### src/hw/rtl/tclp_pkg.sv
// ----------------------------------------------------------------------------
// tclp_pkg
// Types, codes and constants shared by the text command line parser.
// ----------------------------------------------------------------------------
package tclp_pkg;

    // Line length limit: the byte that would be number LINE_LIMIT is refused
    localparam int LINE_LIMIT = 64;
    localparam int LEN_W      = $clog2(LINE_LIMIT);

    localparam int ARG_SLOTS = 3;
    localparam int DATA_W    = 120;

    localparam logic [29:0] MANT_MAX = 30'd999999999;
    localparam logic [2:0]  TOK_MAX  = 3'd4;
    localparam logic [3:0]  SCL_MAX  = 4'd9;

    localparam logic [7:0] CHAR_NUL   = 8'h00;
    localparam logic [7:0] CHAR_TAB   = 8'h09;
    localparam logic [7:0] CHAR_LF    = 8'h0A;
    localparam logic [7:0] CHAR_CR    = 8'h0D;
    localparam logic [7:0] CHAR_SPACE = 8'h20;
    localparam logic [7:0] CHAR_PLUS  = 8'h2B;
    localparam logic [7:0] CHAR_MINUS = 8'h2D;
    localparam logic [7:0] CHAR_DOT   = 8'h2E;
    localparam logic [7:0] CHAR_ZERO  = 8'h30;
    localparam logic [7:0] CHAR_NINE  = 8'h39;
    localparam logic [7:0] CHAR_LA    = 8'h61;
    localparam logic [7:0] CHAR_LZ    = 8'h7A;
    localparam logic [7:0] CASE_FOLD  = 8'd32;

    // Keyword tracker; the first ten codes double as command codes
    typedef enum logic [3:0] {
        KW_P     = 4'd0,
        KW_PL    = 4'd1,
        KW_PR    = 4'd2,
        KW_R     = 4'd3,
        KW_S     = 4'd4,
        KW_G     = 4'd5,
        KW_GA    = 4'd6,
        KW_YM    = 4'd7,
        KW_YQ    = 4'd8,
        KW_Q     = 4'd9,
        KW_NONE  = 4'd10,
        KW_Y     = 4'd11,
        KW_EMPTY = 4'd12
    } kw_t;

    localparam logic [3:0] CMD_NONE = 4'd10;

    typedef enum logic [2:0] {
        PH_START   = 3'd0,
        PH_SIGN    = 3'd1,
        PH_INT     = 3'd2,
        PH_DOTONLY = 3'd3,
        PH_FRAC    = 3'd4,
        PH_BAD     = 3'd5
    } phase_t;

    typedef enum logic [2:0] {
        ST_OK       = 3'd0,
        ST_FORMAT   = 3'd1,
        ST_RANGE    = 3'd2,
        ST_UNKNOWN  = 3'd3,
        ST_TOO_LONG = 3'd4
    } status_t;

    typedef struct packed {
        logic [LEN_W-1:0]                 len;
        logic [2:0]                       tok;
        logic                             in_tok;
        logic                             cut;
        kw_t                              kw;
        phase_t                           phase;
        logic [29:0]                      acc;
        logic [3:0]                       acc_scale;
        logic                             neg;
        logic [ARG_SLOTS-1:0][30:0]       arg_mant;
        logic [ARG_SLOTS-1:0][3:0]        arg_scale;
        logic [ARG_SLOTS-1:0]             arg_valid;
    } line_state_t;

    typedef struct packed {
        logic [3:0]                       cmd;
        status_t                          status;
        logic [ARG_SLOTS-1:0][30:0]       mant;
        logic [ARG_SLOTS-1:0][3:0]        scl;
        logic [1:0]                       yaw;
    } result_t;

    localparam line_state_t LINE_CLEAR = '{
        len:       '0,
        tok:       '0,
        in_tok:    1'b0,
        cut:       1'b0,
        kw:        KW_NONE,
        phase:     PH_START,
        acc:       '0,
        acc_scale: '0,
        neg:       1'b0,
        arg_mant:  '0,
        arg_scale: '0,
        arg_valid: '0
    };

endpackage

### src/hw/rtl/tclp_finish.sv
// ----------------------------------------------------------------------------
// tclp_finish
// Line end evaluation: command lookup, argument count and YM range check.
// ----------------------------------------------------------------------------
module tclp_finish (
    input  tclp_pkg::line_state_t st,
    output logic                  fin_valid,
    output tclp_pkg::result_t     fin_res
);
    import tclp_pkg::*;

    function automatic logic [1:0] args_needed(kw_t k);
        logic [1:0] n;
        case (k) inside
            KW_P, KW_PL, KW_PR: n = 2'd3;
            KW_R:               n = 2'd2;
            KW_G, KW_GA, KW_YM: n = 2'd1;
            default:            n = 2'd0;
        endcase
        return n;
    endfunction

    function automatic logic [31:0] pow_ten(logic [3:0] s);
        logic [31:0] p;
        case (s)
            4'd0:    p = 32'd1;
            4'd1:    p = 32'd10;
            4'd2:    p = 32'd100;
            4'd3:    p = 32'd1000;
            4'd4:    p = 32'd10000;
            4'd5:    p = 32'd100000;
            4'd6:    p = 32'd1000000;
            4'd7:    p = 32'd10000000;
            4'd8:    p = 32'd100000000;
            default: p = 32'd1000000000;
        endcase
        return p;
    endfunction

    logic [1:0]  need;
    logic        args_bad;
    logic [31:0] p1;
    logic [31:0] p2;
    logic [31:0] p3;
    logic [31:0] ym_m;
    logic        ym_bad;
    logic [1:0]  ym_ip;

    always_comb begin
        need     = args_needed(st.kw);
        args_bad = 1'b0;
        for (int i = 0; i < ARG_SLOTS; i++) begin
            if (i < int'(need) && !st.arg_valid[i]) begin
                args_bad = 1'b1;
            end
        end

        // Value in [0,3] means mantissa <= 3 * 10^scale; negative has bit 30 set
        p1     = pow_ten(st.arg_scale[0]);
        p2     = {p1[30:0], 1'b0};
        p3     = p1 + p2;
        ym_m   = {1'b0, st.arg_mant[0]};
        ym_bad = st.arg_mant[0][30] || (ym_m > p3);
        if (ym_m >= p3) begin
            ym_ip = 2'd3;
        end else if (ym_m >= p2) begin
            ym_ip = 2'd2;
        end else if (ym_m >= p1) begin
            ym_ip = 2'd1;
        end else begin
            ym_ip = 2'd0;
        end

        fin_valid = (st.tok != 3'd0);
        fin_res   = '0;
        if (4'(st.kw) > 4'(KW_Q)) begin
            fin_res.cmd    = CMD_NONE;
            fin_res.status = ST_UNKNOWN;
        end else begin
            fin_res.cmd = 4'(st.kw);
            if (args_bad) begin
                fin_res.status = ST_FORMAT;
            end else if (st.kw == KW_YM && ym_bad) begin
                fin_res.status = ST_RANGE;
            end else begin
                fin_res.status = ST_OK;
                for (int i = 0; i < ARG_SLOTS; i++) begin
                    if (i < int'(need)) begin
                        fin_res.mant[i] = st.arg_mant[i];
                        fin_res.scl[i]  = st.arg_scale[i];
                    end
                end
                if (st.kw == KW_YM) begin
                    fin_res.yaw = ym_ip;
                end
            end
        end
    end

endmodule

### src/hw/rtl/tclp_core.sv
// ----------------------------------------------------------------------------
// tclp_core
// Per-byte line state update: tokenizer, keyword matcher, number scanner.
// ----------------------------------------------------------------------------
module tclp_core (
    input  logic              aclk,
    input  logic              aresetn,
    input  logic              step,
    input  logic [7:0]        rx_byte,
    output logic              res_valid,
    output tclp_pkg::result_t res
);
    import tclp_pkg::*;

    function automatic kw_t kw_step(kw_t k, logic [7:0] c);
        logic [7:0] u;
        kw_t        nk;
        u  = (c >= CHAR_LA && c <= CHAR_LZ) ? c - CASE_FOLD : c;
        nk = KW_NONE;
        case (k)
            KW_EMPTY: begin
                case (u)
                    "P":     nk = KW_P;
                    "R":     nk = KW_R;
                    "S":     nk = KW_S;
                    "G":     nk = KW_G;
                    "Y":     nk = KW_Y;
                    "Q":     nk = KW_Q;
                    default: nk = KW_NONE;
                endcase
            end
            KW_P: begin
                if (u == "L") nk = KW_PL;
                else if (u == "R") nk = KW_PR;
            end
            KW_G: begin
                if (u == "A") nk = KW_GA;
            end
            KW_Y: begin
                if (u == "M") nk = KW_YM;
                else if (u == "Q") nk = KW_YQ;
            end
            default: nk = KW_NONE;
        endcase
        return nk;
    endfunction

    line_state_t state_reg;
    line_state_t state_next;
    line_state_t ets;
    line_state_t fed;
    logic        fin_valid;
    result_t     fin_res;

    logic        is_eol;
    logic        is_blank;
    logic [1:0]  idx;
    logic        arg_ok;
    logic [30:0] arg_m;
    logic        dig;
    logic [3:0]  d;
    phase_t      phase0;
    logic [29:0] acc0;
    logic [3:0]  sc0;
    logic [33:0] nxt;
    logic        frac_ok;

    tclp_finish u_finish (
        .st        (ets),
        .fin_valid (fin_valid),
        .fin_res   (fin_res)
    );

    // Close the open token, storing it as an argument where it is one
    always_comb begin
        ets    = state_reg;
        idx    = 2'(state_reg.tok - 3'd1);
        arg_ok = (state_reg.phase == PH_INT) || (state_reg.phase == PH_FRAC);
        arg_m  = arg_ok ? {1'b0, state_reg.acc} : 31'd0;
        if (state_reg.in_tok) begin
            if (state_reg.tok >= 3'd1 && state_reg.tok <= 3'd3) begin
                ets.arg_valid[idx] = arg_ok;
                ets.arg_mant[idx]  = state_reg.neg ? 31'd0 - arg_m : arg_m;
                ets.arg_scale[idx] = arg_ok ? state_reg.acc_scale : 4'd0;
            end
            if (state_reg.tok < TOK_MAX) begin
                ets.tok = state_reg.tok + 3'd1;
            end
            ets.in_tok = 1'b0;
        end
    end

    // Feed one non-blank byte into the current token
    always_comb begin
        fed        = state_reg;
        fed.in_tok = 1'b1;
        dig        = (rx_byte >= CHAR_ZERO) && (rx_byte <= CHAR_NINE);
        d          = dig ? 4'(rx_byte - CHAR_ZERO) : 4'd0;
        phase0     = state_reg.phase;
        acc0       = state_reg.acc;
        sc0        = state_reg.acc_scale;
        if (!state_reg.in_tok && state_reg.tok != 3'd0) begin
            phase0  = PH_START;
            acc0    = '0;
            sc0     = '0;
            fed.neg = 1'b0;
        end
        fed.phase     = phase0;
        fed.acc       = acc0;
        fed.acc_scale = sc0;

        nxt     = 34'(acc0) * 34'd10 + 34'(d);
        frac_ok = (sc0 < SCL_MAX) && (nxt <= 34'(MANT_MAX));

        if (state_reg.tok == 3'd0) begin
            fed.kw = kw_step(state_reg.in_tok ? state_reg.kw : KW_EMPTY, rx_byte);
        end else if (state_reg.tok <= 3'd3) begin
            unique case (phase0) inside
                PH_START, PH_SIGN, PH_INT: begin
                    if (dig) begin
                        fed.acc   = (nxt > 34'(MANT_MAX)) ? MANT_MAX : nxt[29:0];
                        fed.phase = PH_INT;
                    end else if (rx_byte == CHAR_DOT) begin
                        fed.phase = (phase0 == PH_INT) ? PH_FRAC : PH_DOTONLY;
                    end else if (phase0 == PH_START && rx_byte == CHAR_MINUS) begin
                        fed.neg   = 1'b1;
                        fed.phase = PH_SIGN;
                    end else if (phase0 == PH_START && rx_byte == CHAR_PLUS) begin
                        fed.phase = PH_SIGN;
                    end else begin
                        fed.phase = PH_BAD;
                    end
                end
                PH_DOTONLY, PH_FRAC: begin
                    if (dig) begin
                        fed.phase = PH_FRAC;
                        if (frac_ok) begin
                            fed.acc       = nxt[29:0];
                            fed.acc_scale = sc0 + 4'd1;
                        end
                    end else begin
                        fed.phase = PH_BAD;
                    end
                end
                default: fed.phase = PH_BAD;
            endcase
        end
    end

    always_comb begin
        is_eol     = (rx_byte == CHAR_CR) || (rx_byte == CHAR_LF);
        is_blank   = (rx_byte == CHAR_SPACE) || (rx_byte == CHAR_TAB);
        state_next = state_reg;
        res_valid  = 1'b0;
        res        = fin_res;
        if (step) begin
            if (is_eol) begin
                if (state_reg.len != '0) begin
                    res_valid  = fin_valid;
                    state_next = LINE_CLEAR;
                end
            end else if (state_reg.len < LEN_W'(LINE_LIMIT - 1)) begin
                if (!state_reg.cut) begin
                    if (rx_byte == CHAR_NUL) begin
                        state_next     = ets;
                        state_next.cut = 1'b1;
                    end else if (is_blank) begin
                        state_next = ets;
                    end else begin
                        state_next = fed;
                    end
                end
                state_next.len = state_reg.len + LEN_W'(1);
            end else begin
                state_next = LINE_CLEAR;
                res_valid  = 1'b1;
                res        = '0;
                res.cmd    = CMD_NONE;
                res.status = ST_TOO_LONG;
            end
        end
    end

    always_ff @(posedge aclk) begin
        if (!aresetn) begin
            state_reg <= LINE_CLEAR;
        end else begin
            state_reg <= state_next;
        end
    end

endmodule

### src/hw/rtl/text_command_line_parser_unit.sv
// ----------------------------------------------------------------------------
// text_command_line_parser_unit
// Byte-stream command line parser with registered input and result stages.
// ----------------------------------------------------------------------------
// Usage:
//   The s_ channel takes one received character per request in s_tdata.
//   Lines end on CR or LF; each non-empty line yields at most one request
//   on the m_ channel carrying command code, status and up to three
//   arguments as signed decimal mantissa plus fraction digit count.
//   A line that reaches the length limit yields a too-long request at once
//   and parsing restarts on the next byte.
// Throughput and stages:
//   One byte per cycle while the result register is free or draining.
//   A byte waits in the input register, then the line state update and
//   the line end evaluation run in a single combinational step into the
//   result register, which drives m_tvalid once the line end byte has
//   passed through the input register.
// Reset and stall:
//   aresetn (synchronous, active low) clears both stage valid flags and the
//   line state. While m_tready is low and a result waits, the input stage
//   holds its byte and s_tready drops once that stage is full; no request
//   is lost or repeated.
// ----------------------------------------------------------------------------
module text_command_line_parser_unit (
    input  logic                        aclk,
    input  logic                        aresetn,
    input  logic                        s_tvalid,
    output logic                        s_tready,
    // s_tdata: [7:0] rx_byte
    input  logic [7:0]                  s_tdata,
    output logic                        m_tvalid,
    input  logic                        m_tready,
    // m_tdata: [3:0] command, [6:4] status, [37:7] first_mantissa,
    //   [41:38] first_scale, [72:42] second_mantissa, [76:73] second_scale,
    //   [107:77] third_mantissa, [111:108] third_scale, [113:112] yaw_mode,
    //   [119:114] zero
    output logic [tclp_pkg::DATA_W-1:0] m_tdata
);
    import tclp_pkg::*;

    logic              in_valid_reg;
    logic              in_valid_next;
    logic [7:0]        in_byte_reg;
    logic [7:0]        in_byte_next;
    logic              out_valid_reg;
    logic              out_valid_next;
    logic [DATA_W-1:0] out_data_reg;
    logic [DATA_W-1:0] out_data_next;

    logic    fire;
    logic    s_take;
    logic    res_valid;
    result_t res;

    // Advance the held byte whenever the result register is free or draining
    assign fire     = in_valid_reg && (!out_valid_reg || m_tready);
    assign s_tready = !in_valid_reg || fire;
    assign s_take   = s_tvalid && s_tready;

    tclp_core u_core (
        .aclk      (aclk),
        .aresetn   (aresetn),
        .step      (fire),
        .rx_byte   (in_byte_reg),
        .res_valid (res_valid),
        .res       (res)
    );

    always_comb begin
        in_valid_next = in_valid_reg;
        in_byte_next  = in_byte_reg;
        if (s_take) begin
            in_valid_next = 1'b1;
            in_byte_next  = s_tdata;
        end else if (fire) begin
            in_valid_next = 1'b0;
        end

        out_valid_next = out_valid_reg;
        out_data_next  = out_data_reg;
        if (fire && res_valid) begin
            out_valid_next = 1'b1;
            out_data_next  = {6'd0, res.yaw,
                              res.scl[2], res.mant[2],
                              res.scl[1], res.mant[1],
                              res.scl[0], res.mant[0],
                              res.status, res.cmd};
        end else if (m_tready) begin
            // drop the delivered result
            out_valid_next = 1'b0;
        end
    end

    always_ff @(posedge aclk) begin
        if (!aresetn) begin
            in_valid_reg  <= 1'b0;
            out_valid_reg <= 1'b0;
        end else begin
            in_valid_reg  <= in_valid_next;
            out_valid_reg <= out_valid_next;
        end
    end

    always_ff @(posedge aclk) begin
        in_byte_reg  <= in_byte_next;
        out_data_reg <= out_data_next;
    end

    assign m_tvalid = out_valid_reg;
    assign m_tdata  = out_data_reg;

endmodule

### config.mk
export PLATFORM = sky130hd
export DESIGN_NAME = text_command_line_parser_unit
export DESIGN_NICKNAME = d
export VERILOG_FILES = /design/src/hw/rtl/tclp_pkg.sv /design/src/hw/rtl/tclp_finish.sv /design/src/hw/rtl/tclp_core.sv /design/src/hw/rtl/text_command_line_parser_unit.sv
export SDC_FILE = /design/constraint.sdc
export NUM_CORES = 1
export LEC_CHECK = 0
export BUFFER_PORTS_ARGS = -buffer_cell sky130_fd_sc_hd__buf_2
export CAP_MARGIN = 20
export CORE_MARGIN = 2
export CORE_UTILIZATION = 30
export DETAILED_ROUTE_END_ITERATION = 8
export HOLD_SLACK_MARGIN = 0.02
export PLACE_DENSITY = 0.46
export SYNTH_ARGS = -nofsm -noshare
export SYNTH_HDL_FRONTEND = slang
export SYNTH_SLANG_ARGS = --single-unit
### constraint.sdc
create_clock -name aclk -period 17.4 [get_ports aclk]
set_input_delay 0.87 -clock aclk [delete_from_list [all_inputs] [get_ports aclk]]
set_output_delay 0.87 -clock aclk [all_outputs]
set_load 0.1 [all_outputs]
==> results.md <==
- Outcome: completed
- Synth area leader: edfxtp_1
- Starting density of the core: 30.2%
- CP max-delay cell: dfxtp_1
- Area of the multi-input gates: between 10000 and 15000 sq um
- # DRC: 0
- Tightest slew margin relative to the limit: a little under a quarter
- Final GP Congestion: between 0.8 and 0.9
- RSZ-0062 raised after global routing: no
- ANT nets after route: 0
- Nets: 2813
- Place WS: 9.08 ns
- First DRT Iteration DRCs: 1503
- VDD IR-drop max: 51.2 uV
- Post-synthesis average cell area: 8.01 sq um
- Final HPWL DP: 54400 um
- Slew @ Worst Pin: between 1 and 1.5 ns
- Register Area: 6930 sq um
- Die X: 266 um
- CTS Buf Count: 34
- Crit end category: flop
- Fin crit period: 8.42 ns
- Final worst-path setup slack: between 8 and 9 ns
- Rows: 96
- Reg2Reg Depth: 34
- #FFs+latches synth: approximately 290
- Mapped cell area: 20600 sq um
- Synth cell types: 90
- GRT Total Usage: 19.8%
- Wirelength per Cell: roughly 20 um
- Final setup viols: 0
- YS warnings: 0
- Hold Path Depth: 2
- Max Fclk: 0.119 GHz
- Vias in the first global route: 18200
- Setup bufs post-CTS: 0
- Diode count: 0
- Routed vias/inst: about 5.4
- Synth top cells by count: nor2_1 (418), nand2_1 (235), a21oi_1 (194), dfxtp_1 (163), ha_1 (163)
- Congestion Overflow GR: 0
- Routed wire length: 72400 um
- Clock slew at reported path FFs: 0.06 ns
- Crit Path Max Fanout: 33
- Mapped Cells: 2573
- Most common cell in the synthesized netlist: nor2_1
- Util after Layout: 34.2%
- Die Y: roughly 270 um
- I/O Buffers: 127
- Largest net degree at the start of global routing: a little under 80
- Hold Buf Count CTS: 0
- Pleak: 9.32 nW
- Initial antenna violation count: 0
- Largest cells by area after synthesis: edfxtp_1 (18%), dfxtp_1 (16%), ha_1 (9.9%)
- MaxCap Viol Count: 0
- Fin crit share: 48.4%
- Largest register FFs: 114
- CTS tree: built
- Worst EP required: 17.68 ns
- Final slew viol count: 0
- Core area: 68300 sq um
- Post-synth EDFFs: 122
- First-pass GRT wire length: approximately 110000 um
- Max stage delay on crit path: between 0.5 and 0.6 ns
- Vias: 19300
- Power Total: 1.51 mW
- Seq/Total Area, Yosys: 33.6%
- Clock Skew: 0.0251 ns
- Async SR Flop Fraction: 0%
- I/O pin count: 134
- CP arrival: 8.70 ns
- Layout fillers: 7163
- HP Class: flop to flop
- Startpoint Class: flop
- Clock Path Buffers: 3
- Final TNS setup: 0 ns
- Clk_lat worst skew: between 0.5 and 0.6 ns
- Most used flip-flop cell after synthesis: dfxtp_1
- Hold Violations, Final: 0
- Critical path type: flop to flop
- Resize count post-CTS: 0
- Area growth, synth to finish: 13.2%
- Cell Pwr Density: 64.6 nW/um^2
- Most frequent cell on the critical path: o21ai_0
- CTS sink count: 285
- Yosys top cell area share: 17.8%
- Share of layout cells above drive strength 1: 10.6%
- DIE AREA: just over 70000 sq um
- Cell at the root of the clock tree: clkbuf_16
- DR pass1 iterations: 7
- H-tree levels: 2
[layer usage]
metal	GRT usage, %	vias up	wire (um)
li1	-	9406	-
met1	25.4	9210	31500
met2	34.0	516	35200
met3	2.39	124	3260
met4	7.33	0	2490
met5	0	-	0
[through the flow]
stage | hold WS (ns) | area [sq um] | instances
2_1_floorplan | 0.454 | 20600 | 2578
3_3_place_gp | 0.465 | 22200 | 3477
3_5_place_dp | 0.474 | 22200 | 3478
4_1_cts | 0.489 | 23300 | 3539
5_1_grt | 0.506 | 23300 | 3541
6_report | 0.486 | 23300 | 3541
[final timing paths]
path                                     start                      endpoint  slack, ns
setup / recovery  u_core.ets[145]$_SDFFE_PN0P_         m_tdata[36]$_DFFE_PP_       8.98
hold / removal    u_core.fed[104]$_SDFFE_PN0P_  u_core.fed[104]$_SDFFE_PN0P_       0.49
setup reg to reg  u_core.ets[145]$_SDFFE_PN0P_         m_tdata[36]$_DFFE_PP_       8.98
hold reg to reg   u_core.fed[104]$_SDFFE_PN0P_  u_core.fed[104]$_SDFFE_PN0P_       0.49
[kinds of logic (layout without fill, tap and decap cells)]
| logic type | after synthesis | in the layout | synth area share (%) |
|---|---|---|---|
| AOI/OAI and AO/OA | 729 | 729 | 23.6 |
| xor gates and xnor gates | 93 | 93 | 3.95 |
| adders and majority gates | 167 | 167 | 10.3 |
| buffers and inverters | 257 | 338 | 4.85 |
| DFF | 285 | 285 | 33.6 |
| muxes | 20 | 20 | 1.02 |
| other | 2 | 7 | 0.0364 |
| and+or+nand+nor | 1020 | 1020 | 22.7 |
[power by group]
group	total [mW]	switching (mW)	internal, mW
sequential	0.702	0.00668	0.695
combinational	0.0505	0.0386	0.0118
clock	0.756	0.306	0.450
[cell usage in the layout (no fill, tap or decap), types with 35 or more instances in the layout]
cell type / count
a21oi_1: 194
clkbuf_16: 35
o21ai_0: 115
edfxtp_1: 122
a22oi_1: 68
dfxtp_1: 163
a211oi_1: 48
nand2_1: 235
ha_1: 163
nor3_1: 66
nand3_1: 57
xnor2_1: 61
a21o_1: 50
buf_2: 128
buf_4: 54
inv_1: 92
nor2b_1: 47
nor2_1: 416
[critical path: cells and delay by family (launching register included)]
family	cells	cell delay [ns]
AO/OA/AOI/OAI	15	3.45
XOR/XNOR	1	0.21
adder cells (fa/ha/maj)	4	1.04
buffers and inverters	4	1.08
flip-flops	1	0.56
AND/OR/NAND/NOR	10	1.81
[layout make-up]
| cell class | count | share of cell area, % |
|---|---|---|
| Inverter | 95 | 1.55 |
| Tap cell | 882 | 4.73 |
| Clock inverter | 14 | 0.857 |
| Sequential cell | 285 | 29.7 |
| Clock buffer | 47 | 4.12 |
| Multi-Input combinational cell | 2036 | 54.6 |
| Timing Repair Buffer | 182 | 4.48 |
(Power assumes the default switching activity.)
